<file path="config.mk">
export PLATFORM = sky130hd
export DESIGN_NAME = acme_front
export DESIGN_NICKNAME = d
export VERILOG_FILES = /design/src/hw/rtl/assert_macros.svh /design/src/hw/rtl/acme_pkg.sv /design/src/hw/rtl/acme_front.sv
export SDC_FILE = /design/constraint.sdc
export NUM_CORES = 1
export LEC_CHECK = 0
export ABC_AREA = 1
export BUFFER_PORTS_ARGS = -buffer_cell sky130_fd_sc_hd__buf_2
export CAP_MARGIN = 20
export CORE_MARGIN = 3
export CORE_UTILIZATION = 50
export DETAILED_ROUTE_END_ITERATION = 12
export PLACE_DENSITY = 0.77
export SLEW_MARGIN = 20
export SYNTH_ARGS = -nofsm -noshare
export SYNTH_HDL_FRONTEND = slang
export SYNTH_SLANG_ARGS = --single-unit
</file>
<file path="constraint.sdc">
create_clock -name clk_i -period 6.8 [get_ports clk_i]
set_input_delay 1.36 -clock clk_i [delete_from_list [all_inputs] [get_ports clk_i]]
set_output_delay 1.36 -clock clk_i [all_outputs]
set_load 0.1 [all_outputs]
</file>
<file path="src/hw/rtl/assert_macros.svh">
// Assertion macros shared by the RTL of the match engine.
// Every macro samples on clk_i and is disabled while rst_ni is low.
`ifndef ASSERT_MACROS_SVH
`define ASSERT_MACROS_SVH

// A property that must hold at every clock edge.
`define ACME_ASSERT(lbl, prop, msg) \
  lbl: assert property (@(posedge clk_i) disable iff (!rst_ni) (prop)) else $error(msg);

// A condition that must be followed by another in the next cycle.
`define ACME_ASSERT_NEXT(lbl, ante, cons, msg) \
  lbl: assert property (@(posedge clk_i) disable iff (!rst_ni) (ante) |=> (cons)) \
    else $error(msg);

`endif

</file>
<file path="src/hw/rtl/acme_pkg.sv">
// Types and constants shared by the match engine modules.
// No dependencies.
package acme_pkg;

  localparam int NODE_COUNT  = 4096;
  localparam int NODE_BITS   = 12;
  localparam int LINK_COUNT  = 8192;
  localparam int LINK_BITS   = 13;
  localparam int SYMBOL_BITS = 16;
  localparam int COUNT_BITS  = 32;
  localparam int HASH_SHIFT  = 17;
  localparam int HASH_BITS   = LINK_BITS + HASH_SHIFT;
  localparam logic [31:0] NODE_MULT = 32'd40503;
  localparam logic [47:0] SYM_MULT  = 48'd2654435761;
  localparam int QUEUE_DEPTH = 2;

  typedef enum logic [1:0] {
    ACT_WRITE = 2'd0,
    ACT_LINK  = 2'd1,
    ACT_MATCH = 2'd2,
    ACT_QUERY = 2'd3
  } act_e;

  typedef enum logic [1:0] {
    ST_OK      = 2'd0,
    ST_FULL    = 2'd1,
    ST_NOMATCH = 2'd2,
    ST_BOUND   = 2'd3
  } status_e;

  typedef struct packed {
    act_e                   act;
    logic [NODE_BITS-1:0]   node;
    logic [SYMBOL_BITS-1:0] sym;
    logic [NODE_BITS-1:0]   child;
    logic [NODE_BITS-1:0]   fail;
    logic [NODE_BITS-1:0]   parent;
    logic [COUNT_BITS-1:0]  count;
  } req_t;

  // Handshake between the request queue and the execution engine.
  typedef struct packed {
    logic valid;
    req_t req;
  } queue_out_t;

  typedef struct packed {
    logic pop;
    logic clearing;
    logic idle;
  } back_stat_t;

  typedef struct packed {
    status_e                status;
    logic [NODE_BITS-1:0]   node;
    logic [SYMBOL_BITS-1:0] sym;
    logic [NODE_BITS-1:0]   parent;
    logic [COUNT_BITS-1:0]  count;
  } result_t;

endpackage

</file>
<file path="src/hw/rtl/acme_front.sv">
// Front end: accepts requests and queues them.
// Depends on acme_pkg.
module acme_front import acme_pkg::*; (
  input  logic       clk_i,
  input  logic       rst_ni,
  input  logic       in_valid_i,
  output logic       in_stall_o,
  input  req_t       in_req_i,
  input  back_stat_t stat_i,
  output queue_out_t q_o
);

  localparam int PtrBits = $clog2(QUEUE_DEPTH);

  req_t                 buf_q [QUEUE_DEPTH];
  logic [PtrBits-1:0]   wr_ptr_q, rd_ptr_q;
  logic [PtrBits:0]     fill_q, fill_d;
  logic                 push;

  // No request is taken while the child store is being cleared or the queue is full.
  assign in_stall_o = stat_i.clearing || (fill_q == (PtrBits+1)'(QUEUE_DEPTH));
  assign push       = in_valid_i && !in_stall_o;

  always_comb begin
    fill_d = fill_q;
    if (push && !stat_i.pop) begin
      fill_d = fill_q + 1'b1;
    end else if (!push && stat_i.pop) begin
      fill_d = fill_q - 1'b1;
    end
  end

  always_ff @(posedge clk_i or negedge rst_ni) begin
    if (!rst_ni) begin
      wr_ptr_q <= '0;
      rd_ptr_q <= '0;
      fill_q   <= '0;
    end else begin
      fill_q <= fill_d;
      if (push) begin
        wr_ptr_q <= (wr_ptr_q == PtrBits'(QUEUE_DEPTH-1)) ? '0 : wr_ptr_q + 1'b1;
      end
      if (stat_i.pop) begin
        rd_ptr_q <= (rd_ptr_q == PtrBits'(QUEUE_DEPTH-1)) ? '0 : rd_ptr_q + 1'b1;
      end
    end
  end

  always_ff @(posedge clk_i) begin
    if (push) begin
      buf_q[wr_ptr_q] <= in_req_i;
    end
  end

  assign q_o.valid = (fill_q != '0);
  assign q_o.req   = buf_q[rd_ptr_q];

endmodule

</file>
==> flow_results.xml <==
<?xml version="1.0" encoding="UTF-8"?>
<metrics>
  <group name="clocking">
    <metric name="clock-sinks" unit="">200</metric>
    <metric name="post_cts_hold_buffer_count" unit="">0</metric>
    <metric name="deepest_level_of_the_cts_h_tree" unit="">4</metric>
    <metric name="clock_tree_from_tritoncts" unit="">yes</metric>
    <metric name="path_clk_slew" unit="ns">0.07</metric>
    <metric name="number_of_cells_upsized_or_downsized_after_cts" unit="">0</metric>
    <metric name="cts.root.buffer_cell" unit="">clkbuf_16</metric>
    <metric name="cts_inserted_buffers" unit="">17</metric>
    <metric name="clock_insertion_delay_worst_skew" unit="ns">0.42</metric>
    <metric name="clockBufferDepth" unit="">2</metric>
    <metric name="cts.repair_timing.setup_buffer_count" unit="">0</metric>
  </group>
  <group name="route">
    <metric name="drc_violation_count_after_routing" unit="">0</metric>
    <metric name="wl_met1" unit="mm">5.12</metric>
    <metric name="num_vias" unit="">3751</metric>
    <metric name="drt_wl_total" unit="mm">13.0</metric>
    <metric name="detail_route.first_pass.iterations" unit="">4</metric>
    <metric name="final_antenna_net_count" unit="">0</metric>
    <metric name="route.detailed.vias_per_inst" unit="">5.05</metric>
    <metric name="initialDrtViolationCount" unit="">270</metric>
    <metric name="topmost_layer_with_routed_signal_wires" unit="">met5</metric>
    <metric name="dr_wl_met3" unit="mm">1.11</metric>
    <metric name="met2WireLength" unit="mm">6.46</metric>
    <metric name="wl_per_cell" unit="um">17.5</metric>
  </group>
  <group name="worst_setup_path">
    <metric name="setup.worst_path.end" unit="">q_o[92]</metric>
    <metric name="worstReg2RegStart" unit="">fill_q[0]</metric>
    <metric name="slowest_stage_cell_on_the_critical_path" unit="">dfrtp_4</metric>
    <metric name="worst_ep_required_time" unit="ns">5.44</metric>
    <metric name="setup.worst_path.start" unit="">rd_ptr_q</metric>
    <metric name="worst_ep_arrival_time" unit="ns">2.75</metric>
    <metric name="worstPathCellList" unit="">buf_4, mux2_2, buf_2</metric>
    <metric name="cp_max_fo" unit="">53</metric>
    <metric name="r2r_setup_slack" unit="ns">4.45</metric>
    <metric name="crit-reg2reg-capture" unit="">buf_q[0][53]</metric>
    <metric name="worstRegToRegCells" unit="">5</metric>
    <metric name="cp-start-kind" unit="">register</metric>
    <metric name="timing.critical_path.to_type" unit="">output port</metric>
    <metric name="worst_path_largest_cell_delay" unit="ns">0.89</metric>
    <metric name="timing_worst_setup_path_type" unit="">reg2out</metric>
  </group>
  <group name="global_route">
    <metric name="grt_start_max_net_pins" unit="">56</metric>
    <metric name="globalRouteOverflowTotal" unit="">0</metric>
    <metric name="global_route_wire_length_before_repair" unit="mm">19.9</metric>
    <metric name="grtUsageTotal" unit="%">16.2</metric>
    <metric name="grt_antenna_before_repair" unit="">2</metric>
    <metric name="first_global_vias" unit="">3827</metric>
  </group>
  <group name="min_path">
    <metric name="hold_class" unit="">reg2reg</metric>
  </group>
  <group name="sta">
    <metric name="timing.final.crit_period" unit="ns">4.11</metric>
    <metric name="setup_viol" unit="">0</metric>
    <metric name="timing.final.max_slew_violations" unit="">0</metric>
    <metric name="achievable-frequency" unit="MHz">243</metric>
    <metric name="post-route-period-util" unit="%">60.4</metric>
    <metric name="slew-limit-headroom" unit="%">50.1</metric>
    <metric name="rsz0062_at_grt" unit="">false</metric>
    <metric name="clock_skew" unit="ns">0.00726</metric>
    <metric name="fin_setup_tns" unit="ns">0</metric>
    <metric name="final_hold_fails" unit="">0</metric>
    <metric name="timing_worst_slew_pin_value" unit="ns">0.748</metric>
    <metric name="finalHoldWorstSlack" unit="ns">0.515</metric>
  </group>
  <group name="floorplan">
    <metric name="chipWidth" unit="um">127</metric>
    <metric name="initial_core_util" unit="%">52.0</metric>
    <metric name="core_area" unit="um^2">14100</metric>
    <metric name="die_area" unit="um^2">16100</metric>
    <metric name="placementRows" unit="">43</metric>
    <metric name="design.portCount" unit="">204</metric>
    <metric name="chipHeight" unit="um">127</metric>
  </group>
  <group name="final_layout">
    <metric name="n_fill_cell" unit="">1008</metric>
    <metric name="mostFrequentLayoutCells" unit="">202 x buf_2, 196 x edfxtp_1, 88 x mux2_2</metric>
    <metric name="summed_area_of_non_filler_cells_in_the_final_layout" unit="um^2">9090</metric>
    <metric name="synthToLayoutAreaGrowth" unit="%">24.1</metric>
    <metric name="finalNetCount" unit="">654</metric>
    <metric name="final_core_utilization" unit="%">64.5</metric>
    <metric name="layout_commonest_cell" unit="">buf_2</metric>
    <metric name="multi_input_area" unit="um^2">1240</metric>
    <metric name="register_area" unit="um^2">5990</metric>
    <metric name="drive_above_1_share" unit="%">59.8</metric>
  </group>
  <group name="placement">
    <metric name="finalWeightedCongestion" unit="">0.763</metric>
    <metric name="dp_hpwl" unit="mm">8.73</metric>
    <metric name="cell_area_reported_after_detailed_placement" unit="um^2">8530</metric>
    <metric name="buffer_ports.inserted" unit="">202</metric>
  </group>
  <group name="logic_synthesis">
    <metric name="ys_types" unit="">14</metric>
    <metric name="post_synth_inst_count" unit="">335</metric>
    <metric name="postSynthNetCount" unit="">440</metric>
    <metric name="syn_area" unit="um^2">7320</metric>
    <metric name="yosysWarnings" unit="">0</metric>
    <metric name="postSynthRegisterBits" unit="">200</metric>
    <metric name="post_synthesis_sequential_area_ratio" unit="%">81.7</metric>
    <metric name="synthesis.area_per_instance" unit="um^2">21.9</metric>
  </group>
  <group name="outcome">
    <metric name="run_status" unit="">finished clean</metric>
  </group>
  <group name="flow_run">
    <metric name="drv.max_cap_violation_count" unit="">0</metric>
  </group>
</metrics>
==> flip-flops by register name, indices dropped and copies added (netlist names) <==
signal and cells:
buf_q 196, fill_q 2, rd_ptr_q 1, wr_ptr_q 1
==> critical path: cells and delay by family (launching register included) <==
kind	cells	cell delay, ns
buffers and inverters	2	1.09
DFF	1	0.89
muxes	1	0.28
==> cells by family (layout without fill, tap and decap cells) <==
family / Yosys count / count (layout) / synth area share, %
buffers and inverters: 20 / 247 / 1.47
other: 0 / 1 / 0
adder cells (fa/ha/maj): 1 / 1 / 0.171
multiplexers: 98 / 98 / 15.6
XOR/XNOR: 2 / 2 / 0.239
flip-flops: 200 / 200 / 81.7
AND/OR/NAND/NOR: 14 / 14 / 0.820
==> metrics by stage <==
stage / std cells / worst slack, ns
final: 743 / 2.69
after global routing: 743 / 2.54
after CTS: 742 / 2.65
after detailed placement: 710 / 3.13
after global placement: 710 / 3.13
after floorplan: 335 / 0.612
==> layout make-up <==
| class | instances | share of cell area [%] |
|---|---|---|
| inverter | 9 | 0.399 |
| tap | 180 | 2.48 |
| multi-input combinational | 115 | 13.6 |
| antenna | 1 | 0.0275 |
| sequential | 200 | 65.9 |
| clock inverter | 14 | 1.39 |
| clock buffer | 18 | 4.72 |
| timing repair buffer | 206 | 11.5 |
==> how the worst min path moves through the flow <==
stage / from / end / slack, ns / depth (start not counted)
3_3_place_gp: wr_ptr_q / wr_ptr_q / 0.46 / 2
5_1_grt: fill_q[0] / fill_q[0] / 0.54 / 1
6_report: fill_q[1] / fill_q[1] / 0.52 / 2
2_1_floorplan: wr_ptr_q / wr_ptr_q / 0.44 / 2
4_1_cts: fill_q[1] / fill_q[1] / 0.52 / 2
3_5_place_dp: fill_q[1] / fill_q[1] / 0.50 / 2
==> layer usage <==
metal,up-vias,track usage (%)
met4,2,7.26
met5,-,0
met3,23,5.81
met1,1833,19.9
li1,1742,-
met2,151,26.2
==> cell usage after synthesis, drive strengths merged <==
| master | n | share of area [%] |
|---|---|---|
| edfxtp | 196 | 80 |
| nand2 | 9 | 0.46 |
| xor2 | 1 | 0.12 |
| buf | 11 | 1.0 |
| inv | 9 | 0.46 |
| dfrtp | 4 | 1.4 |
| ha | 1 | 0.17 |
| nand4 | 2 | 0.17 |
| mux2 | 98 | 16 |
| nor2 | 1 | 0.051 |
| nand3 | 2 | 0.14 |
| xnor2 | 1 | 0.12 |
Power is not shown: default switching activity piles up to over one toggle a cycle in this logic, so the estimate is an artifact.
